`src/sv/tlf_pkg.sv`:
```
package tlf_pkg;

	localparam int WINDOW_W = 32;
	localparam int WINDOW_H = 24;

	localparam int TILE_W  = 10;
	localparam int MAP_W   = 11;
	localparam int POS_W   = 22;
	localparam int RAD_W   = 18;
	localparam int STR_W   = 16;
	localparam int COL_W   = 12;
	localparam int OUT_W   = 16;

	localparam int CFG_IDX_W  = 3;
	localparam int CFG_DATA_W = 11;

	localparam logic [CFG_IDX_W-1:0] CFG_WINDOW_X   = 3'd0;
	localparam logic [CFG_IDX_W-1:0] CFG_WINDOW_Y   = 3'd1;
	localparam logic [CFG_IDX_W-1:0] CFG_MAP_WIDTH  = 3'd2;
	localparam logic [CFG_IDX_W-1:0] CFG_MAP_HEIGHT = 3'd3;

	localparam logic [MAP_W-1:0] MAP_DIM_RST = 11'd1024;

	// working widths with 8 fraction bits (10.8 offsets, 20.8 squares)
	localparam int DPOS_W = 18;
	localparam int SQ_W   = 28;
	localparam int DIST_W = 29;
	localparam int RADS_W = 14;
	localparam int RAD2_W = 20;
	localparam int STRS_W = 12;
	localparam int NUM_W  = 32;
	localparam int DEN_W  = 24;
	localparam int REM_W  = 24;

	// quotient never exceeds strength >> 4
	localparam int QUO_W          = 12;
	localparam int DIV_BITS_STAGE = 2;
	localparam int DIV_STAGES     = QUO_W / DIV_BITS_STAGE;

	typedef struct packed {
		logic             vis;
		logic             lit;
		logic [COL_W-1:0] red;
		logic [COL_W-1:0] green;
		logic [COL_W-1:0] blue;
	} side_t;

endpackage

```
`src/sv/tlf_div.sv`:
```
module tlf_div (
	input  logic                        clk,
	input  logic                        arst_n,
	input  logic                        in_valid,
	output logic                        in_ready,
	input  logic [tlf_pkg::NUM_W-1:0]   num,
	input  logic [tlf_pkg::DEN_W-1:0]   den,
	input  tlf_pkg::side_t              side_in,
	output logic                        out_valid,
	input  logic                        out_ready,
	output logic [tlf_pkg::QUO_W-1:0]   quo,
	output tlf_pkg::side_t              side_out
);
	import tlf_pkg::*;

	logic [DIV_STAGES-1:0] v_s;
	logic [DIV_STAGES-1:0] en_s;
	logic [REM_W-1:0]      rem_s  [DIV_STAGES];
	logic [QUO_W-1:0]      low_s  [DIV_STAGES];
	logic [QUO_W-1:0]      quo_s  [DIV_STAGES];
	logic [DEN_W-1:0]      den_s  [DIV_STAGES];
	side_t                 side_s [DIV_STAGES];

	genvar k;
	generate
		for (k = 0; k < DIV_STAGES; k++) begin : g_stage
			logic             v_p;
			logic [REM_W-1:0] rem_p;
			logic [QUO_W-1:0] low_p;
			logic [QUO_W-1:0] quo_p;
			logic [DEN_W-1:0] den_p;
			side_t            side_p;
			logic [REM_W-1:0] rem_n;
			logic [QUO_W-1:0] low_n;
			logic [QUO_W-1:0] quo_n;
			logic             dn_rdy;

			if (k == 0) begin : g_first
				assign v_p    = in_valid;
				assign rem_p  = REM_W'(num[NUM_W-1:QUO_W]);
				assign low_p  = num[QUO_W-1:0];
				assign quo_p  = '0;
				assign den_p  = den;
				assign side_p = side_in;
			end else begin : g_next
				assign v_p    = v_s[k-1];
				assign rem_p  = rem_s[k-1];
				assign low_p  = low_s[k-1];
				assign quo_p  = quo_s[k-1];
				assign den_p  = den_s[k-1];
				assign side_p = side_s[k-1];
			end

			if (k == DIV_STAGES - 1) begin : g_last
				assign dn_rdy = out_ready;
			end else begin : g_mid
				assign dn_rdy = en_s[k+1];
			end

			assign en_s[k] = ~v_s[k] | dn_rdy;

			// restoring steps, one quotient bit each
			always_comb begin
				logic [REM_W:0] t;
				rem_n = rem_p;
				low_n = low_p;
				quo_n = quo_p;
				for (int j = 0; j < DIV_BITS_STAGE; j++) begin
					t     = {rem_n, low_n[QUO_W-1]};
					low_n = {low_n[QUO_W-2:0], 1'b0};
					if (t >= {1'b0, den_p}) begin
						rem_n = REM_W'(t - {1'b0, den_p});
						quo_n = {quo_n[QUO_W-2:0], 1'b1};
					end else begin
						rem_n = t[REM_W-1:0];
						quo_n = {quo_n[QUO_W-2:0], 1'b0};
					end
				end
			end

			always_ff @(posedge clk or negedge arst_n) begin
				if (!arst_n) begin
					v_s[k] <= 1'b0;
				end else if (en_s[k]) begin
					v_s[k] <= v_p;
				end
			end

			always_ff @(posedge clk) begin
				if (en_s[k] && v_p) begin
					rem_s[k]  <= rem_n;
					low_s[k]  <= low_n;
					quo_s[k]  <= quo_n;
					den_s[k]  <= den_p;
					side_s[k] <= side_p;
				end
			end
		end
	endgenerate

	assign in_ready  = en_s[0];
	assign out_valid = v_s[DIV_STAGES-1];
	assign quo       = quo_s[DIV_STAGES-1];
	assign side_out  = side_s[DIV_STAGES-1];

endmodule

```
`src/sv/tile_light_falloff_top.sv`:
```
// Point-light falloff for one map tile per transaction. A tile outside the map or the
// WINDOW_W x WINDOW_H window gets all-zero results; a visible tile within the light radius
// gets rad2*(strength>>4)/(rad2+9*dist2) << 4 and the colour scaled by it. Fully pipelined:
// one transaction per cycle unless the output stalls, through four arithmetic stages, six stages
// of a two-bit-per-stage restoring divider and one colour-multiply stage. Stalls propagate stage
// by stage, so bubbles close up while the output is held. Configuration writes are always
// accepted and must only be issued while the pipeline is empty.
module tile_light_falloff_top (
	input  logic                              clk,
	input  logic                              arst_n,
	input  logic                              cfg_valid,
	output logic                              cfg_ready,
	input  logic [tlf_pkg::CFG_IDX_W-1:0]     cfg_index,
	input  logic [tlf_pkg::CFG_DATA_W-1:0]    cfg_data,
	input  logic                              in_valid,
	output logic                              in_ready,
	input  logic [tlf_pkg::TILE_W-1:0]        tile_x,
	input  logic [tlf_pkg::TILE_W-1:0]        tile_y,
	input  logic [tlf_pkg::POS_W-1:0]         light_x,
	input  logic [tlf_pkg::POS_W-1:0]         light_y,
	input  logic [tlf_pkg::RAD_W-1:0]         light_radius,
	input  logic [tlf_pkg::STR_W-1:0]         light_strength,
	input  logic [tlf_pkg::COL_W-1:0]         red_in,
	input  logic [tlf_pkg::COL_W-1:0]         green_in,
	input  logic [tlf_pkg::COL_W-1:0]         blue_in,
	output logic                              out_valid,
	input  logic                              out_ready,
	output logic                              visible,
	output logic                              lit,
	output logic [tlf_pkg::OUT_W-1:0]         light_level,
	output logic [tlf_pkg::OUT_W-1:0]         red_out,
	output logic [tlf_pkg::OUT_W-1:0]         green_out,
	output logic [tlf_pkg::OUT_W-1:0]         blue_out
);
	import tlf_pkg::*;

	localparam logic [MAP_W-1:0] WIN_W = MAP_W'(WINDOW_W);
	localparam logic [MAP_W-1:0] WIN_H = MAP_W'(WINDOW_H);

	logic [TILE_W-1:0] window_x_q;
	logic [TILE_W-1:0] window_y_q;
	logic [MAP_W-1:0]  map_width_q;
	logic [MAP_W-1:0]  map_height_q;

	assign cfg_ready = 1'b1;

	always_ff @(posedge clk or negedge arst_n) begin
		if (!arst_n) begin
			window_x_q   <= '0;
			window_y_q   <= '0;
			map_width_q  <= MAP_DIM_RST;
			map_height_q <= MAP_DIM_RST;
		end else if (cfg_valid) begin
			unique case (cfg_index)
				CFG_WINDOW_X:   window_x_q   <= cfg_data[TILE_W-1:0];
				CFG_WINDOW_Y:   window_y_q   <= cfg_data[TILE_W-1:0];
				CFG_MAP_WIDTH:  map_width_q  <= cfg_data;
				CFG_MAP_HEIGHT: map_height_q <= cfg_data;
				default: ;
			endcase
		end
	end

	// stage enables
	logic en_s1, en_s2, en_s3, en_s4, en_s11;
	logic v_s1, v_s2, v_s3, v_s4, v_s11;
	logic div_in_ready, div_out_valid;

	assign en_s4  = ~v_s4 | div_in_ready;
	assign en_s3  = ~v_s3 | en_s4;
	assign en_s2  = ~v_s2 | en_s3;
	assign en_s1  = ~v_s1 | en_s2;
	assign en_s11 = ~v_s11 | out_ready;
	assign in_ready = en_s1;

	always_ff @(posedge clk or negedge arst_n) begin
		if (!arst_n) begin
			v_s1  <= 1'b0;
			v_s2  <= 1'b0;
			v_s3  <= 1'b0;
			v_s4  <= 1'b0;
			v_s11 <= 1'b0;
		end else begin
			if (en_s1)  v_s1  <= in_valid;
			if (en_s2)  v_s2  <= v_s1;
			if (en_s3)  v_s3  <= v_s2;
			if (en_s4)  v_s4  <= v_s3;
			if (en_s11) v_s11 <= div_out_valid;
		end
	end

	// stage 1: visibility, distance magnitudes
	logic [MAP_W-1:0]  tx_ext, ty_ext;
	logic              vis_c;
	logic [DPOS_W-1:0] lx4, ly4, tx8, ty8, mx_c, my_c;

	assign tx_ext = {1'b0, tile_x};
	assign ty_ext = {1'b0, tile_y};
	assign vis_c  = (tx_ext < map_width_q) && (ty_ext < map_height_q) &&
	                (tile_x >= window_x_q) && (tx_ext < ({1'b0, window_x_q} + WIN_W)) &&
	                (tile_y >= window_y_q) && (ty_ext < ({1'b0, window_y_q} + WIN_H));
	assign lx4  = light_x[POS_W-1:4];
	assign ly4  = light_y[POS_W-1:4];
	assign tx8  = {tile_x, 8'd0};
	assign ty8  = {tile_y, 8'd0};
	assign mx_c = (lx4 >= tx8) ? (lx4 - tx8) : (tx8 - lx4);
	assign my_c = (ly4 >= ty8) ? (ly4 - ty8) : (ty8 - ly4);

	logic              vis_s1;
	logic [DPOS_W-1:0] mx_s1, my_s1;
	logic [RADS_W-1:0] rad_s1;
	logic [STRS_W-1:0] str_s1;
	logic [COL_W-1:0]  red_s1, green_s1, blue_s1;

	always_ff @(posedge clk) begin
		if (en_s1 && in_valid) begin
			vis_s1   <= vis_c;
			mx_s1    <= mx_c;
			my_s1    <= my_c;
			rad_s1   <= light_radius[RAD_W-1:4];
			str_s1   <= light_strength[STR_W-1:4];
			red_s1   <= red_in;
			green_s1 <= green_in;
			blue_s1  <= blue_in;
		end
	end

	// stage 2: squares
	logic [2*DPOS_W-1:0] mx2, my2;
	logic [2*RADS_W-1:0] rr;

	assign mx2 = mx_s1 * mx_s1;
	assign my2 = my_s1 * my_s1;
	assign rr  = rad_s1 * rad_s1;

	logic              vis_s2;
	logic [SQ_W-1:0]   dx2_s2, dy2_s2;
	logic [RAD2_W-1:0] rad2_s2;
	logic [STRS_W-1:0] str_s2;
	logic [COL_W-1:0]  red_s2, green_s2, blue_s2;

	always_ff @(posedge clk) begin
		if (en_s2 && v_s1) begin
			vis_s2   <= vis_s1;
			dx2_s2   <= mx2[2*DPOS_W-1:8];
			dy2_s2   <= my2[2*DPOS_W-1:8];
			rad2_s2  <= rr[2*RADS_W-1:8];
			str_s2   <= str_s1;
			red_s2   <= red_s1;
			green_s2 <= green_s1;
			blue_s2  <= blue_s1;
		end
	end

	// stage 3: reach test, numerator
	logic [DIST_W-1:0] dist2_c;
	assign dist2_c = DIST_W'(dx2_s2) + DIST_W'(dy2_s2);

	logic              vis_s3, lit_s3;
	logic [RAD2_W-1:0] dist2_s3, rad2_s3;
	logic [NUM_W-1:0]  num_s3;
	logic [COL_W-1:0]  red_s3, green_s3, blue_s3;

	always_ff @(posedge clk) begin
		if (en_s3 && v_s2) begin
			vis_s3   <= vis_s2;
			lit_s3   <= vis_s2 && (dist2_c < DIST_W'(rad2_s2));
			dist2_s3 <= dist2_c[RAD2_W-1:0];
			rad2_s3  <= rad2_s2;
			num_s3   <= rad2_s2 * str_s2;
			red_s3   <= red_s2;
			green_s3 <= green_s2;
			blue_s3  <= blue_s2;
		end
	end

	// stage 4: denominator
	logic [DEN_W-1:0] den_c;
	assign den_c = DEN_W'(rad2_s3) + DEN_W'({dist2_s3, 3'd0}) + DEN_W'(dist2_s3);

	logic [DEN_W-1:0] den_s4;
	logic [NUM_W-1:0] num_s4;
	side_t            side_s4;

	always_ff @(posedge clk) begin
		if (en_s4 && v_s3) begin
			den_s4        <= den_c;
			num_s4        <= num_s3;
			side_s4.vis   <= vis_s3;
			side_s4.lit   <= lit_s3;
			side_s4.red   <= red_s3;
			side_s4.green <= green_s3;
			side_s4.blue  <= blue_s3;
		end
	end

	logic [QUO_W-1:0] div_quo;
	side_t            div_side;

	tlf_div u_div (
		.clk       (clk),
		.arst_n    (arst_n),
		.in_valid  (v_s4),
		.in_ready  (div_in_ready),
		.num       (num_s4),
		.den       (den_s4),
		.side_in   (side_s4),
		.out_valid (div_out_valid),
		.out_ready (en_s11),
		.quo       (div_quo),
		.side_out  (div_side)
	);

	// output stage: level and colour scaling
	logic [OUT_W-1:0]       level_c;
	logic [COL_W+OUT_W-1:0] rp, gp, bp;

	assign level_c = div_side.lit ? {div_quo, 4'd0} : '0;
	assign rp      = div_side.red   * level_c;
	assign gp      = div_side.green * level_c;
	assign bp      = div_side.blue  * level_c;

	logic             vis_s11, lit_s11;
	logic [OUT_W-1:0] level_s11, red_s11, green_s11, blue_s11;

	always_ff @(posedge clk) begin
		if (en_s11 && div_out_valid) begin
			vis_s11   <= div_side.vis;
			lit_s11   <= div_side.lit;
			level_s11 <= level_c;
			red_s11   <= rp[COL_W+OUT_W-1:COL_W];
			green_s11 <= gp[COL_W+OUT_W-1:COL_W];
			blue_s11  <= bp[COL_W+OUT_W-1:COL_W];
		end
	end

	assign out_valid   = v_s11;
	assign visible     = vis_s11;
	assign lit         = lit_s11;
	assign light_level = level_s11;
	assign red_out     = red_s11;
	assign green_out   = green_s11;
	assign blue_out    = blue_s11;

endmodule

```
`config.mk`:
```
export PLATFORM = sky130hd
export DESIGN_NAME = tile_light_falloff_top
export DESIGN_NICKNAME = d
export VERILOG_FILES = /design/src/sv/tlf_pkg.sv /design/src/sv/tlf_div.sv /design/src/sv/tile_light_falloff_top.sv
export SDC_FILE = /design/constraint.sdc
export NUM_CORES = 2
export LEC_CHECK = 0
export BUFFER_PORTS_ARGS = -buffer_cell sky130_fd_sc_hd__buf_4
export CAP_MARGIN = 0
export CORE_MARGIN = 2
export CORE_UTILIZATION = 47
export DETAILED_ROUTE_END_ITERATION = 12
export PLACE_DENSITY = 0.69
export SLEW_MARGIN = 10
export SYNTH_ARGS = -nofsm -noshare
export SYNTH_HDL_FRONTEND = slang
export SYNTH_SLANG_ARGS = --single-unit
export TNS_END_PERCENT = 100
```
`constraint.sdc`:
```
create_clock -name clk -period 10.4 [get_ports clk]
set_input_delay 1.04 -clock clk [delete_from_list [all_inputs] [get_ports clk]]
set_output_delay 1.04 -clock clk [all_outputs]
set_load 0.02 [all_outputs]
```
Word-level counts from Yosys, hierarchy flattened
Memories as Yosys holds them, arrays and structs flattened.
Cells that the tools add are included.
- register bits after elaboration: 547
- bits in latches: 0
- bits in writable memories: 648
- ROM bits: 0
- input bits: 153
- output and inout port bits: 69
- logic and storage cells: 192
- memories kept: 5
- $add $sub $neg: 21
- $mul: 7
- div/mod/pow operators: 0
- $lt $le $gt $ge: 21
- eq/ne operators: 3
- shift operators: 0
- muxes and demuxes: 39
- bitwise gates (word level): 22
- reduce and logical (&&, ||, !) cells: 22
- memory list (name ; words ; width ; rd ports ; clocked after memory_dff ; wr ports ; line ; text):
    u_div.side_s ; 6 ; 38 ; 6 ; 0 ; 6 ; tlf_div.sv:22 ; side_t side_s [DIV_STAGES];
    u_div.den_s ; 6 ; 24 ; 5 ; 0 ; 6 ; tlf_div.sv:21 ; logic [DEN_W-1:0] den_s [DIV_STAGES];
    u_div.rem_s ; 6 ; 24 ; 5 ; 0 ; 6 ; tlf_div.sv:18 ; logic [REM_W-1:0] rem_s [DIV_STAGES];
    u_div.quo_s ; 6 ; 12 ; 6 ; 0 ; 6 ; tlf_div.sv:20 ; logic [QUO_W-1:0] quo_s [DIV_STAGES];
    u_div.low_s ; 6 ; 10 ; 5 ; 0 ; 6 ; tlf_div.sv:19 ; logic [QUO_W-1:0] low_s [DIV_STAGES];
- operators with widths (kind ; number):
    $mux 24 ; 12
    $ge 25x24->1 ; 11
    $sub 24x24->24 ; 11
    $mul 12x16->28 ; 3
    $mul 18x18->36 ; 2
    $sub 18x18->18 ; 4
    $lt 10x11->1 ; 4
    $ge 18x18->1 ; 2
    $mux 18 ; 2
    $mul 20x12->32 ; 1
    $add 28x28->29 ; 1
    $lt 29x20->1 ; 1
    $mul 14x14->28 ; 1
    $add 20x23->24 ; 1
    $add 24x20->24 ; 1
    $ge 21x24->1 ; 1
    $mux 1 ; 24
    $sub 21x24->24 ; 1
    $ge 10x10->1 ; 2
    $logic_and 1x1->1 ; 17
    $mux 16 ; 1
    $add 10x5->11 const B ; 1
    $add 10x6->11 const B ; 1
    $not 1->1 ; 11
    other kinds (5) ; 19

Logic depth before layout (Yosys ltp)
- depth in word-level cells: 13
- gate-level depth with buffers: 31
- depth with buffers taken out: 27

By module
A second synthesis with hierarchy kept.
- cell total of the unflattened synthesis: 9194
- area total of the unflattened synthesis: 98534.5 um^2
- modules (own cells, without submodules) (module ; instances ; cells an instance ; area an instance (um^2) ; seq. area each (um^2)):
    tile_light_falloff_top ; 1 ; 6374 ; 65760.6 ; 15892.7
    tlf_div ; 1 ; 2820 ; 32773.9 ; 16365.7

Least setup slack after synthesis
Ideal clock, no wire load.
- path type: input to register
- from: input out_ready
- to: memory u_div.den_s[1][0] (enable)
- library setup time: 613 ps
- arrival time: 6205 ps
- data required time: 9787 ps
- slack: 3582 ps
- stages: 4
- path buffers: 0
- path through: nor2b_1 > nand3_1 > nor2_1 > a31oi_1
- RTL lines (what ; line ; text):
    from (decl) ; tile_light_falloff_top.sv:27 ; input logic out_ready,
    to (decl) ; tlf_div.sv:21 ;

==> reports/qor.csv <==
stage,metric,value,unit
sta,Final Cycle Share,0.796,
hold_path,worst hold-check path type,primary input to async pin,
cells_and_area,number of fill cells,18131,
detailed_routing,WL final,201,mm
clocking,CTS max path bufs,3,
global_route,largest net degree at the start of global routing,94,
yosys,top cell type's share of synthesized area,0.318,
yosys,Cell variety after synth,91,
critical_path,critical path startpoint category,flip-flop,
job,MaxCap Viol Count,0,
yosys,"count leader, synth",inv_1,
critical_path,CP Data Arrival Time,8820,ps
yosys,"Seq/Total Area, Yosys",0.331,
sta,unrepaired setup endpoints after global routing,false,
critical_path,Crit path buffers/inverters,4,
critical_path,CP peak stage delay,1040,ps
critical_path,R2R Path Start,u_div.side_s[5][36],
global_route,first-pass GRT wire length,335,mm
sta,sum of negative setup slack,0,ps
critical_path,stages on the worst setup path,22,
clocking,CTS resizes,0,
yosys,syn_area_per_cell,10.7,um^2
sta,final count of hold timing violations,0,
detailed_routing,Avg Vias per Cell,5.25,
critical_path,worst reg2reg setup slack,2120,ps
clocking,CTS clock-pin slew for the worst setup and hold paths,60,ps
yosys,Post-synth EDFFs,1030,
yosys,leading area contributor after synthesis,edfxtp_1,
yosys,Synth async-reset ratio,0.0489,
yosys,dominant cells by area after synthesis,"edfxtp_1 (32%), fa_1 (22%), ha_1 (13%)",
floorplanning,Starting Density,0.472,
sta,max_slew headroom,0.255,
sta,Worst Skew,105,ps
detailed_routing,Pre-antenna DRT Iters,6,
place,hpwl dp,159,mm
floorplanning,die height,459,um
critical_path,CP Cell Sequence,buf_12 > and2_2 > nand2_1 > fa_1 > inv_1 > ha_1 > ha_1 > inv_1 > fa_1 > fa_1 > inv_1 > ha_1 > a211oi_1 > o31ai_1 > a2111oi_0 > o21ai_1 > o311a_1 > o41ai_1 > nor2b_1 > o21a_1 > o21a_1 > a311o_1,
detailed_routing,# DRC,0,
clocking,hold_buf cts,0,
place,PortBufs,200,
sta,Slew @ Worst Pin,1120,ps
sta,minimum clock period,8280,ps
floorplanning,Die Area,0.211,mm^2
clocking,# Post-CTS Setup Buffers,0,
clocking,H-tree Lvls,3,
clocking,Worst-Skew Late Latency,790,ps
detailed_routing,Routed wire per std cell,16.7,um
detailed_routing,vias post-DR,63129,
global_route,initial antenna violation count,0,
detailed_routing,Iter 0 DRT Violations,3523,
floorplanning,core area,0.206,mm^2
cells_and_area,layout cells sized above 1,0.0684,
clocking,CTS Sinks,1083,
yosys,Yosys reg bits,1083,
critical_path,reg2reg path depth,22,
cells_and_area,# diodes,0,
sta,Setup Viol. Count Final,0,
cells_and_area,Final nets,11438,
clocking,CTS tree,done,
floorplanning,chip width,459,um
critical_path,CP Max Fanout,85,
yosys,cell area after synthesis,0.0974,mm^2
floorplanning,# IOs,222,
global_route,total track usage,0.194,
critical_path,worst r2r dst,green_out[15],
cells_and_area,Layout area overhead,8.58,%
status,run status,"complete, no violations",
yosys,post-synthesis cell count,9116,
critical_path,Crit path required time,10940,ps
sta,fmax,121,MHz
clocking,Clock Tree Root,clkbuf_16,
critical_path,slowest CP cell,edfxtp_1,
sta,max-slew violation count,0,
yosys,Post-synth top cells,"inv_1 (1699), fa_1 (1058), edfxtp_1 (1030)",
global_route,grt ovf,0,
floorplanning,Cell Rows,167,
critical_path,Crit Path Class,flip-flop to flip-flop,
global_route,number of global-route vias before repair,66918,
cells_and_area,area occupied by multi-input gates,0.0579,mm^2
detailed_routing,Final ANT Viol Nets,0,
clocking,TritonCTS Buffers,119,
yosys,synth warn,0,
place,RePlAce Congestion,0.936,
yosys,Post-synth top flop,edfxtp_1,
cells_and_area,storage element area,0.0323,mm^2
critical_path,element type at the critical path end,flip-flop,
critical_path,Top Family by Delay on Critical Path,compound AO/OA/AOI/OAI gates,
[through the flow]
step	util	hold slack, ps	setup slack [ps]	cells	cell area [um^2]
2_1_floorplan	-	400	3580	9119	97400
3_3_place_gp	0.493	401	2400	11813	102000
6_report	0.512	287	2120	12030	106000
5_1_grt	0.512	301	1600	12030	106000
3_5_place_dp	0.493	405	2240	11813	102000
4_1_cts	0.512	259	2200	12030	106000
[metal layers]
metal / track usage / vias to the layer above / part of all wire
li1: - / 30259 / -
met1: 0.252 / 31092 / 0.43
met2: 0.342 / 1437 / 0.50
met3: 0.0229 / 341 / 0.042
met4: 0.0536 / 0 / 0.027
met5: 0 / - / 0
[cell usage in the layout, fill, tap and decap left out, types with 57 or more instances in the layout]
| cell type | netlist | layout |
|---|---|---|
| buf_4 | 5 | 247 |
| nor2b_1 | 77 | 74 |
| fa_1 | 1058 | 1058 |
| and2_1 | 285 | 278 |
| nand2_1 | 934 | 934 |
| o21a_1 | 81 | 81 |
| inv_1 | 1699 | 1699 |
| nor2_1 | 318 | 318 |
| mux2_2 | 145 | 145 |
| and3_1 | 152 | 152 |
| nand3_1 | 77 | 77 |
| xor2_1 | 144 | 144 |
| xnor2_1 | 292 | 292 |
| edfxtp_1 | 1030 | 1030 |
| ha_1 | 997 | 997 |
| nand4_1 | 57 | 57 |
| clkbuf_16 | 0 | 119 |
| o21ai_0 | 281 | 281 |
| nor3_1 | 90 | 90 |
| a21o_1 | 200 | 200 |
| nand2b_1 | 69 | 69 |
| a21oi_1 | 343 | 342 |
[registers in the layout (all words and copies together) (netlist names), 16 cells and up]
| register | cells |
|---|---|
| rad2_s2 | 20 |
| mx_s1 | 18 |
| u_div.den_s | 120 |
| u_div.low_s | 30 |
| den_s4 | 24 |
| u_div.rem_s | 120 |
| side_s4 | 38 |
| blue_out | 16 |
| num_s4 | 32 |
| dist2_s3 | 20 |
| dx2_s2 | 28 |
| num_s3 | 32 |
| rad2_s3 | 20 |
| dy2_s2 | 28 |
| red_out | 16 |
| u_div.side_s | 228 |
| u_div.quo_s | 42 |
| my_s1 | 18 |
| green_out | 16 |
[worst max-delay path by stage]
stage	from	end	slack, ps
6_report	u_div.side_s[5][36]	green_out[15]	2120
5_1_grt	u_div.side_s[5][36]	green_out[15]	1600
4_1_cts	u_div.side_s[5][36]	green_out[15]	2200
3_5_place_dp	u_div.side_s[5][36]	green_out[15]	2240
3_3_place_gp	u_div.side_s[5][36]	green_out[15]	2400
2_1_floorplan	out_ready	u_div.den_s[1][0]	3580
[cell families (layout without fill, tap and decap cells)]
group                    after synthesis  count (layout)  share of synthesized area
buffers and inverters               1957            2164                     0.0759
other                                  2               5                  0.0000771
XOR/XNOR                             436             436                     0.0392
flip-flops                          1083            1083                      0.331
adder cells (fa/ha/maj)             2055            2055                      0.346
AND/OR/NAND/NOR                     2153            2153                      0.105
AO/OA/AOI/OAI                       1252            1252                     0.0829
multiplexers                         178             178                     0.0203
[cell type report]
class | instances | area share
tap | 2704 | 0.0320
clock buffer | 138 | 0.0288
inverter | 1699 | 0.0603
sequential | 1083 | 0.305
clock inverter | 79 | 0.00886
multi-input combinational | 6079 | 0.547
timing repair buffer | 248 | 0.0177
Power is left out: the tool's default activity adds up to more than one toggle a clock period on the data nets, which glitch-free logic cannot reach.
